## config.mk

```make
export PLATFORM = sky130hd
export DESIGN_NAME = byte_stuffed_frame_receiver
export DESIGN_NICKNAME = d
export VERILOG_FILES = /design/src/hdl/bsfr_pkg.sv /design/src/hdl/bsfr_parse.sv /design/src/hdl/byte_stuffed_frame_receiver.sv
export SDC_FILE = /design/constraint.sdc
export NUM_CORES = 1
export LEC_CHECK = 0
export BUFFER_PORTS_ARGS = -buffer_cell sky130_fd_sc_hd__buf_2
export CAP_MARGIN = 5
export CORE_UTILIZATION = 40
export DETAILED_ROUTE_END_ITERATION = 10
export PLACE_DENSITY = 0.57
export SLEW_MARGIN = 20
export SYNTH_ARGS = -nofsm -noshare
export SYNTH_HDL_FRONTEND = slang
export SYNTH_SLANG_ARGS = --single-unit
```

## constraint.sdc

```tcl
create_clock -name clk -period 7.9 [get_ports clk]
set_input_delay 0.79 -clock clk [delete_from_list [all_inputs] [get_ports clk]]
set_output_delay 0.79 -clock clk [all_outputs]
set_load 0.01 [all_outputs]
```

## src/hdl/bsfr_pkg.sv

```systemverilog
// Shared types and constants for the byte-stuffed frame receiver.
// Used by bsfr_parse and byte_stuffed_frame_receiver; depends on nothing.
package bsfr_pkg;

  localparam int unsigned DEFAULT_MAX_FRAME_BYTES = 512;

  localparam int unsigned BYTE_W = 8;
  localparam int unsigned LEN_W  = 9;
  localparam int unsigned STAT_W = 3;
  localparam int unsigned CIDX_W = 8;

  localparam logic [LEN_W-1:0] LEN_MAX = '1;

  // Configuration register indexes
  localparam logic [CIDX_W-1:0] CFG_START_CODE  = 8'd0;
  localparam logic [CIDX_W-1:0] CFG_END_CODE    = 8'd1;
  localparam logic [CIDX_W-1:0] CFG_ESCAPE_CODE = 8'd2;
  localparam logic [CIDX_W-1:0] CFG_ESCAPE_MASK = 8'd3;

  localparam logic [BYTE_W-1:0] RST_START_CODE  = 8'd247;
  localparam logic [BYTE_W-1:0] RST_END_CODE    = 8'd127;
  localparam logic [BYTE_W-1:0] RST_ESCAPE_CODE = 8'd246;
  localparam logic [BYTE_W-1:0] RST_ESCAPE_MASK = 8'd32;

  typedef enum logic [STAT_W-1:0] {
    ST_PAYLOAD  = 3'd0,
    ST_GOOD     = 3'd1,
    ST_BAD      = 3'd2,
    ST_SHORT    = 3'd3,
    ST_OVERFLOW = 3'd4
  } status_t;

  typedef struct packed {
    logic [BYTE_W-1:0] start_code;
    logic [BYTE_W-1:0] end_code;
    logic [BYTE_W-1:0] escape_code;
    logic [BYTE_W-1:0] escape_mask;
  } cfg_t;

  typedef struct packed {
    logic              valid;
    logic [BYTE_W-1:0] data;
    status_t           status;
    logic [LEN_W-1:0]  len;
  } result_t;

endpackage

```

## src/hdl/bsfr_parse.sv

```systemverilog
// Frame parser: start/escape/end decoding, two-byte hold, mod-256 Fletcher-style sums.
// Holds the per-frame state; depends on bsfr_pkg.
module bsfr_parse #(
  parameter int unsigned MAX_FRAME_BYTES = bsfr_pkg::DEFAULT_MAX_FRAME_BYTES
) (
  input  logic                          clk,
  input  logic                          rst_n,
  input  logic                          step_en,
  input  logic [bsfr_pkg::BYTE_W-1:0]   rx_byte,
  input  bsfr_pkg::cfg_t                cfg,
  output bsfr_pkg::result_t             res
);
  import bsfr_pkg::*;

  localparam int unsigned CW = $clog2(MAX_FRAME_BYTES + 1);
  localparam int unsigned XW = (CW > LEN_W) ? CW : LEN_W;
  localparam int unsigned OVF_LEN_I =
    (MAX_FRAME_BYTES - 2 > 511) ? 511 : MAX_FRAME_BYTES - 2;
  localparam logic [LEN_W-1:0] OVF_LEN = LEN_W'(OVF_LEN_I);
  localparam logic [CW-1:0]    CNT_MAX = CW'(MAX_FRAME_BYTES);

  typedef enum logic [1:0] {
    MODE_WAIT     = 2'd0,
    MODE_VERBATIM = 2'd1,
    MODE_ESCAPED  = 2'd2
  } mode_t;

  mode_t             mode_r, mode_nxt;
  logic [CW-1:0]     cnt_r, cnt_nxt;
  logic [BYTE_W-1:0] older_r, older_nxt;
  logic [BYTE_W-1:0] newer_r, newer_nxt;
  logic [BYTE_W-1:0] sum_lo_r, sum_lo_nxt;
  logic [BYTE_W-1:0] sum_hi_r, sum_hi_nxt;

  logic [BYTE_W-1:0] store_val;
  logic              do_store;
  logic [CW-1:0]     cnt_inc;
  logic [XW-1:0]     cnt_x;
  logic [XW-1:0]     len_diff;
  logic [LEN_W-1:0]  close_len;
  logic [BYTE_W-1:0] lo_acc;

  always_comb begin
    cnt_x     = XW'(cnt_r);
    len_diff  = cnt_x - XW'(2);
    close_len = (len_diff > XW'(LEN_MAX)) ? LEN_MAX : len_diff[LEN_W-1:0];
    cnt_inc   = cnt_r + CW'(1);
    lo_acc    = sum_lo_r + older_r;

    mode_nxt   = mode_r;
    cnt_nxt    = cnt_r;
    older_nxt  = older_r;
    newer_nxt  = newer_r;
    sum_lo_nxt = sum_lo_r;
    sum_hi_nxt = sum_hi_r;
    do_store   = 1'b0;
    store_val  = rx_byte;

    res        = '0;
    res.status = ST_PAYLOAD;

    case (mode_r)
      MODE_WAIT: begin
        if (rx_byte == cfg.start_code) begin
          mode_nxt = MODE_VERBATIM;
        end
      end
      MODE_ESCAPED: begin
        mode_nxt  = MODE_VERBATIM;
        store_val = rx_byte ^ cfg.escape_mask;
        do_store  = 1'b1;
      end
      MODE_VERBATIM: begin
        if (rx_byte == cfg.escape_code) begin
          mode_nxt = MODE_ESCAPED;
        end else if (rx_byte == cfg.end_code) begin
          res.valid = 1'b1;
          if (cnt_r < CW'(2)) begin
            res.status = ST_SHORT;
          end else begin
            res.status = (older_r == sum_lo_r && newer_r == sum_hi_r) ? ST_GOOD : ST_BAD;
            res.len    = close_len;
          end
          // close: back to the reset state
          mode_nxt   = MODE_WAIT;
          cnt_nxt    = '0;
          older_nxt  = '0;
          newer_nxt  = '0;
          sum_lo_nxt = '0;
          sum_hi_nxt = '0;
        end else begin
          do_store = 1'b1;
        end
      end
      default: begin
        mode_nxt = MODE_WAIT;
      end
    endcase

    if (do_store) begin
      if (cnt_inc == CNT_MAX) begin
        // frame full: drop it
        res.valid  = 1'b1;
        res.status = ST_OVERFLOW;
        res.len    = OVF_LEN;
        mode_nxt   = MODE_WAIT;
        cnt_nxt    = '0;
        older_nxt  = '0;
        newer_nxt  = '0;
        sum_lo_nxt = '0;
        sum_hi_nxt = '0;
      end else begin
        older_nxt = newer_r;
        newer_nxt = store_val;
        cnt_nxt   = cnt_inc;
        if (cnt_r >= CW'(2)) begin
          res.valid  = 1'b1;
          res.data   = older_r;
          sum_lo_nxt = lo_acc;
          sum_hi_nxt = sum_hi_r + lo_acc;
        end
      end
    end
  end

  always_ff @(posedge clk) begin
    if (!rst_n) begin
      mode_r   <= MODE_WAIT;
      cnt_r    <= '0;
      older_r  <= '0;
      newer_r  <= '0;
      sum_lo_r <= '0;
      sum_hi_r <= '0;
    end else if (step_en) begin
      mode_r   <= mode_nxt;
      cnt_r    <= cnt_nxt;
      older_r  <= older_nxt;
      newer_r  <= newer_nxt;
      sum_lo_r <= sum_lo_nxt;
      sum_hi_r <= sum_hi_nxt;
    end
  end

endmodule

```

## src/hdl/byte_stuffed_frame_receiver.sv

```systemverilog
// Top level of the byte-stuffed frame receiver: input register, parser,
// result register and configuration registers. Depends on bsfr_pkg, bsfr_parse.
//
// Takes one raw byte per clock when not stalled and returns at most one result
// per byte. A byte accepted into the input register is decoded by the parser
// in a single pass, which loads the result register once it is free. Sustained
// rate is one byte per cycle; the input stalls only while the result register
// holds an untaken result and the input register is full. Payload bytes come out
// two stored bytes late (the trailing two are the mod-256 Fletcher-style
// checksum, low byte sum1, high byte sum2). A frame closes with status good,
// checksum bad, too short or, when storing a byte would make MAX_FRAME_BYTES
// stored bytes, overflow. The configuration port is always ready; write it only
// while the block is idle.
module byte_stuffed_frame_receiver #(
  parameter int unsigned MAX_FRAME_BYTES = bsfr_pkg::DEFAULT_MAX_FRAME_BYTES
) (
  input  logic                          clk,
  input  logic                          rst_n,
  input  logic                          in_valid,
  output logic                          in_stall,
  input  logic [bsfr_pkg::BYTE_W-1:0]   in_rx_byte,
  output logic                          out_valid,
  input  logic                          out_stall,
  output logic [bsfr_pkg::BYTE_W-1:0]   out_byte,
  output logic [bsfr_pkg::STAT_W-1:0]   out_status,
  output logic [bsfr_pkg::LEN_W-1:0]    out_frame_length,
  input  logic                          cfg_valid,
  output logic                          cfg_ready,
  input  logic [bsfr_pkg::CIDX_W-1:0]   cfg_index,
  input  logic [bsfr_pkg::BYTE_W-1:0]   cfg_data
);
  import bsfr_pkg::*;

  cfg_t              cfg_r;
  logic              s1_vld_r;
  logic [BYTE_W-1:0] s1_byte_r;
  logic              adv;
  logic              out_free;
  result_t           res;
  result_t           out_r;

  assign out_free  = !out_r.valid || !out_stall;
  assign adv       = s1_vld_r && out_free;
  assign in_stall  = s1_vld_r && !out_free;
  assign cfg_ready = 1'b1;

  bsfr_parse #(
    .MAX_FRAME_BYTES(MAX_FRAME_BYTES)
  ) u_parse (
    .clk     (clk),
    .rst_n   (rst_n),
    .step_en (adv),
    .rx_byte (s1_byte_r),
    .cfg     (cfg_r),
    .res     (res)
  );

  always_ff @(posedge clk) begin
    if (!rst_n) begin
      s1_vld_r <= 1'b0;
    end else if (!in_stall) begin
      s1_vld_r <= in_valid;
    end
    if (!in_stall && in_valid) begin
      s1_byte_r <= in_rx_byte;
    end
  end

  always_ff @(posedge clk) begin
    if (!rst_n) begin
      out_r.valid <= 1'b0;
    end else if (out_free) begin
      out_r.valid <= adv && res.valid;
    end
    if (adv && out_free) begin
      out_r.data   <= res.data;
      out_r.status <= res.status;
      out_r.len    <= res.len;
    end
  end

  always_ff @(posedge clk) begin
    if (!rst_n) begin
      cfg_r.start_code  <= RST_START_CODE;
      cfg_r.end_code    <= RST_END_CODE;
      cfg_r.escape_code <= RST_ESCAPE_CODE;
      cfg_r.escape_mask <= RST_ESCAPE_MASK;
    end else if (cfg_valid && cfg_ready) begin
      case (cfg_index)
        CFG_START_CODE:  cfg_r.start_code  <= cfg_data;
        CFG_END_CODE:    cfg_r.end_code    <= cfg_data;
        CFG_ESCAPE_CODE: cfg_r.escape_code <= cfg_data;
        CFG_ESCAPE_MASK: cfg_r.escape_mask <= cfg_data;
        default: begin
          // unknown index: drop the write
        end
      endcase
    end
  end

  assign out_valid        = out_r.valid;
  assign out_byte         = out_r.data;
  assign out_status       = out_r.status;
  assign out_frame_length = out_r.len;

  a_stall_needs_item: assert property (@(posedge clk) disable iff (!rst_n)
    in_stall |-> s1_vld_r)
    else $error("input stalled with an empty input register");

  a_payload_len_zero: assert property (@(posedge clk) disable iff (!rst_n)
    (out_valid && out_status == ST_PAYLOAD) |-> out_frame_length == '0)
    else $error("payload result carries a frame length");

  a_close_byte_zero: assert property (@(posedge clk) disable iff (!rst_n)
    (out_valid && out_status != ST_PAYLOAD) |-> out_byte == '0)
    else $error("closing result carries a data byte");

  a_no_result_without_item: assert property (@(posedge clk) disable iff (!rst_n)
    (!out_valid && !s1_vld_r) |=> !out_valid)
    else $error("result appeared without an accepted byte");

endmodule
```

=== Yosys cells after proc, flatten, opt, wreduce, memory -nomap -nowiden ===
Index checks and enable logic that the tools add are counted.

* Bits in registers: 106
* Bits in latches: 0
* Memory bits (writable): 0
* Bits in read-only memories: 0
* Input port bits: 29
* Logic and storage cells: 108
* Memories kept: 0

* $add $sub $neg: 4
* Multipliers: 0
* Divide/modulo/power cells: 0
* Magnitude comparators: 3
* Eq/ne operators: 12
* Shift operators: 0
* Multiplexer cells: 49
* Bitwise logic cells: 3
* Reduce and logical (&&, ||, !) cells: 21

{| class="wikitable"
|+ Operator list
! cell !! number
|-
| two-way mux 8 bit || 21
|-
| two-way mux 10 bit || 5
|-
| two-way mux 12 bit || 4
|-
| == test 8 bit || 5
|-
| two-way mux 9 bit || 3
|-
| two-way mux 21 bit || 1
|-
| adder 8 bit || 2
|-
| == test 8 x 2 -> 1 bit (second input constant) || 2
|-
| two-way mux 2 bit || 6
|-
| adder 10 x 1 -> 10 bit (second input constant) || 1
|-
| == test 10 bit (second input constant) || 1
|-
| >= comparator 10 x 2 -> 1 bit (second input constant) || 1
|-
| > comparator 10 x 9 -> 1 bit (second input constant) || 1
|-
| < comparator 10 x 2 -> 1 bit (second input constant) || 1
|-
| subtractor 10 x 2 -> 10 bit (second input constant) || 1
|-
| == test 8 x 1 -> 1 bit (second input constant) || 1
|-
| zero test 8 bit || 1
|-
| AND reduction 2 bit || 4
|-
| bitwise XOR 8 bit || 1
|-
| logical AND 1 bit || 6
|-
| two-way mux 1 bit || 6
|-
| one-hot mux 2 bit (3 select lines) || 1
|-
| zero test 1 bit || 4
|-
| AND reduction 4 bit || 1
|-
| other kinds (10) || 12
|}

=== Depth between registers and ports, before layout ===
* Depth after elaboration: 10
* Gate-level depth with buffers: 15
* Gate-level depth less buffers: 15

=== Hierarchy ===
Synthesis repeated with hierarchy kept, for this count alone.

* Cells, all modules: 585
* Area total of the unflattened synthesis: 5,655.4 um2

{| class="wikitable"
|+ Modules (own cells, without submodules)
! module !! times used !! cells an instance !! area an instance (um2) !! seq. area each (um2)
|-
| bsfr_parse || 1 || 422 || 3,382.0 || 880.8
|-
| byte_stuffed_frame_receiver || 1 || 163 || 2,273.4 || 1,521.5
|}

=== Worst setup path after synthesis ===
OpenSTA, ideal clock, no wires.

* Path type: reg2reg
* Start point: register u_parse.older_r[0]
* End point: register u_parse.sum_hi_r[7]
* Setup time: 0.124 ns
* Data arrival time: 2.726 ns
* Data required time: 7.776 ns
* Slack: 5.050 ns
* Stages on the path, launching flop included: 16
* Path buffers: 0
* Clock period less this slack: 2.850 ns
* Cell sequence: dfxtp_1 > ha_1 > inv_1 > fa_1 > nor2b_1 > o21ai_0 > a21boi_0 > nor2_1 > ha_1 > nand3_1 > o2111ai_1 > a21o_1 > a21oi_1 > xnor2_1 > xnor2_1 > o21ai_0

* Word-level cells in the longest chain between the ends: 5

{| class="wikitable"
|+ RTL lines
! element !! line !! text
|-
| start: declaration || bsfr_parse.sv:30 || <nowiki>logic [BYTE_W-1:0] older_r, older_nxt;</nowiki>
|-
| start signal: assignment || bsfr_parse.sv:137 || <nowiki>older_r <= older_nxt;</nowiki>
|-
| adder 8 bit || bsfr_parse.sv:48 || <nowiki>lo_acc = sum_lo_r + older_r;</nowiki>
|-
| adder 8 bit || bsfr_parse.sv:120 || <nowiki>sum_hi_nxt = sum_hi_r + lo_acc;</nowiki>
|-
| two-way mux 8 bit || bsfr_parse.sv:116 || <nowiki>if (cnt_r >= CW'(2)) begin</nowiki>
|-
| two-way mux 8 bit || bsfr_parse.sv:101 || <nowiki>if (cnt_inc == CNT_MAX) begin</nowiki>
|-
| two-way mux 8 bit || bsfr_parse.sv:100 || <nowiki>if (do_store) begin</nowiki>
|-
| end signal: assignment || bsfr_parse.sv:140 || <nowiki>sum_hi_r <= sum_hi_nxt;</nowiki>
|-
| end: declaration || bsfr_parse.sv:33 || <nowiki>logic [BYTE_W-1:0] sum_hi_r, sum_hi_nxt;</nowiki>
|}

Every way passes these cells.
A chain may end at the register's enable or synchronous reset.

=== Final worst setup path ===
Ends and elaborated chain as after synthesis.

==> results.ini <==
[sta]
slew_headroom_pct = 34.64
finalSetupViolations = 0
hold_viol_final = 0
final.period_utilization_pct = 39.62
finalClockSkew_ps = 10.38
tightest_slew_ps = 979.3
max_freq_mhz = 319.5
tns_ps = 0
min_period_ps = 3130
maxSlewViolCount = 0
rsz0062_at_grt = no

[critical_path]
reg2regPathDepth = 15
r2r_start = u_parse.older_r[0]
r2r_end = u_parse.sum_hi_r[7]
end_kind = flip-flop
critical_path_class = flip-flop to flip-flop
regToRegSetupSlack_ps = 4770
arrival_ps = 3370
worst-path-max-fanout = 5
critical_path_required_ps = 8140
startpoint_type = flip-flop

[place]
port_buffers = 50
gp_congestion = 0.8975
hpwl_mm = 8.882
post_dp_cell_area_mm2 = 0.005797

[yosys]
synth.avg_cell_area_um2 = 9.872
synth-seq-cells = 106
synth_top_area_share_pct = 28.60
synth_edf_count = 28
synth_most_common_cell = dfxtp_1
yosysSeqAreaShare_pct = 44.01
synth_top_cell_by_area = dfxtp_1
synthArstFlopShare_pct = 0
synth_cell_types = 61
synth_warnings = 0
syn_nets = 606
netlist_instances = 553
synth_area_mm2 = 0.005459
synth_flop_cell = dfxtp_1
synthTopCellsByArea = dfxtp_1 (29%), edfxtp_1 (15%), mux2i_1 (6.2%)
netlist_top_cells_count = dfxtp_1 (78), nor2_1 (55), nand2_1 (49)

[clock_tree]
clk_pin_slew_ps = 70
cts_tree = built
cts.sinks = 106
postCtsSetupBuffers = 0
htree_levels = 3
cts_resized = 0
cts_buffer_depth = 2
hold_buffers = 0
cts-root-buf = clkbuf_16
clock_latency_ps = 360
cts_made_buffers = 9

[power]
p_leak_nw = 2.608
pwr-share-seq_pct = 53.9
switchingPower_uw = 230.6
p_int_uw = 821.4
sw_frac_of_total_pct = 21.92
power_density_mw_per_mm2 = 172.7
power_frac_clock_pct = 42.5
combPwrFrac_pct = 3.6
ir_drop_v = 0.0001104

[drt]
num_vias = 4066
first_pass_iters = 4
wl_per_cell_um = 15.62
via_per_inst = 5.287
wirelength_mm = 12.01
drt_iter0_markers = 270
drc_errors = 0
drtAntennaViolNets = 0

[min_path]
hold_start = cfg_r[5]
hold_depth = 2
hold_end = cfg_r[5]
min_path_type = flip-flop to flip-flop

[finish]
nets = 641
final_area_mm2 = 0.006092
num_antenna_cells = 0
post-route-util_pct = 45.82
drive_above_1_share_pct = 14.33
syn_to_final_growth_pct = 11.60

[floorplanning]
die_w_um = 118.8
die_h_um = 118.8
initial_core_util_pct = 41.06
io_pins = 52
die_area_mm2 = 0.01412
core_area_mm2 = 0.01330
row_count = 42

[grt]
grt_max_degree = 51
grt_pass1_wl_mm = 19.86
antenna_found_initial = 0
grt_usage_pct = 18.01
grt_pass1_vias = 3943
grt.overflow.total = 0

[run_status]
status = complete, no violations

[run]
cap_violations = 0

## sequential cells by signal, summed over array words and instances (netlist names)
name and count:
out_byte 8, out_valid 1, u_parse.mode_r 2, u_parse.older_r 8
s1_vld_r 1, s1_byte_r 8, out_frame_length 9, cfg_r 32
u_parse.newer_r 8, u_parse.sum_lo_r 8, out_status 3, u_parse.sum_hi_r 8
u_parse.cnt_r 10
## how the worst max path moves through the flow
| stage | cells after the start | from | endpoint | slack [ps] |
|---|---|---|---|---|
| after global placement | 9 | out_stall | u_parse.sum_lo_r[0] | 4660 |
| after CTS | 15 | u_parse.older_r[0] | u_parse.sum_hi_r[7] | 4780 |
| final | 15 | u_parse.older_r[0] | u_parse.sum_hi_r[7] | 4770 |
| after detailed placement | 9 | out_stall | u_parse.sum_lo_r[6] | 4580 |
| after global routing | 15 | u_parse.older_r[0] | u_parse.sum_hi_r[7] | 4480 |
| after floorplan | 15 | u_parse.older_r[0] | u_parse.sum_hi_r[7] | 5050 |
## cells in the final DEF, fill, tap and decap left out, drive strengths merged, types with 3 or more instances in the layout
cell / instances
a21o: 3
a21oi: 11
a22o: 15
a22oi: 18
and2: 3
and3: 14
buf: 54
clkbuf: 11
dfxtp: 78
edfxtp: 28
ha: 22
inv: 21
mux2i: 34
nand2: 50
nand3: 23
nand3b: 3
nand4: 8
nand4b: 3
nor2: 55
nor2b: 3
nor3: 8
nor4: 12
o21ai: 19
o31ai: 3
xnor2: 30
xor2: 29
## power groups by stage
stage	sequential, mW	combinational (mW)	clock, mW
after floorplan	0.580	0.0195	0
after global placement	0.579	0.0381	0
after detailed placement	0.579	0.0389	0
after CTS	0.567	0.0390	0.457
after global routing	0.567	0.0423	0.479
final	0.567	0.0384	0.447
## metal layers
metal / GRT usage, % / routed length, um / up-vias / part of all wire (%)
met5: 0 / 0 / - / 0
li1: - / - / 2033 / -
met3: 4.885 / 555 / 16 / 4.6
met1: 22.54 / 5595 / 1921 / 47
met2: 29.90 / 5696 / 96 / 47
met4: 6.092 / 161 / 0 / 1.3
## kinds of logic (layout without fill, tap and decap cells)
group,Yosys count,after routing,synth area share (%)
flops,106,106,44.01
xor+xnor,59,59,9.466
fa+ha+maj,24,24,5.776
compound gates,90,90,11.87
mux,34,34,6.234
other cells,1,1,0.06869
buf+inv,51,91,4.538
simple gates,188,188,18.04
## worst max-delay path, stage by stage, from the launching register on
cell	delay (ps)
dfxtp_1	350
ha_1	170
inv_1	60
fa_1	450
nor2b_1	120
o21ai_0	100
a21boi_0	260
nor2_1	100
ha_1	370
nand3_1	100
o2111ai_1	170
a21o_1	220
a21oi_1	180
xnor2_1	150
xnor2_1	130
o21ai_0	80
## final cells by class
| class | instances | area [um2] |
|---|---|---|
| fill | 1251 | 7203 |
| multi-input combinational | 396 | 2823 |
| tap | 176 | 220.2 |
| sequential | 106 | 2402 |
| clock inverter | 5 | 55.05 |
| inverter | 21 | 78.83 |
| clock buffer | 11 | 232.7 |
| timing repair buffer | 54 | 280.3 |
## per-stage QoR
stage	worst slack, ps	std cells	hold slack (ps)	power, mW
5_1_grt	4485	769	514.1	1.088
4_1_cts	4776	769	494.6	1.063
3_5_place_dp	4580	753	474.4	0.6183
2_1_floorplan	5050	553	444.4	0.5994
6_report	4770	769	495.7	1.052
3_3_place_gp	4659	753	469.4	0.6174
Power figures use the tool's default switching activity.
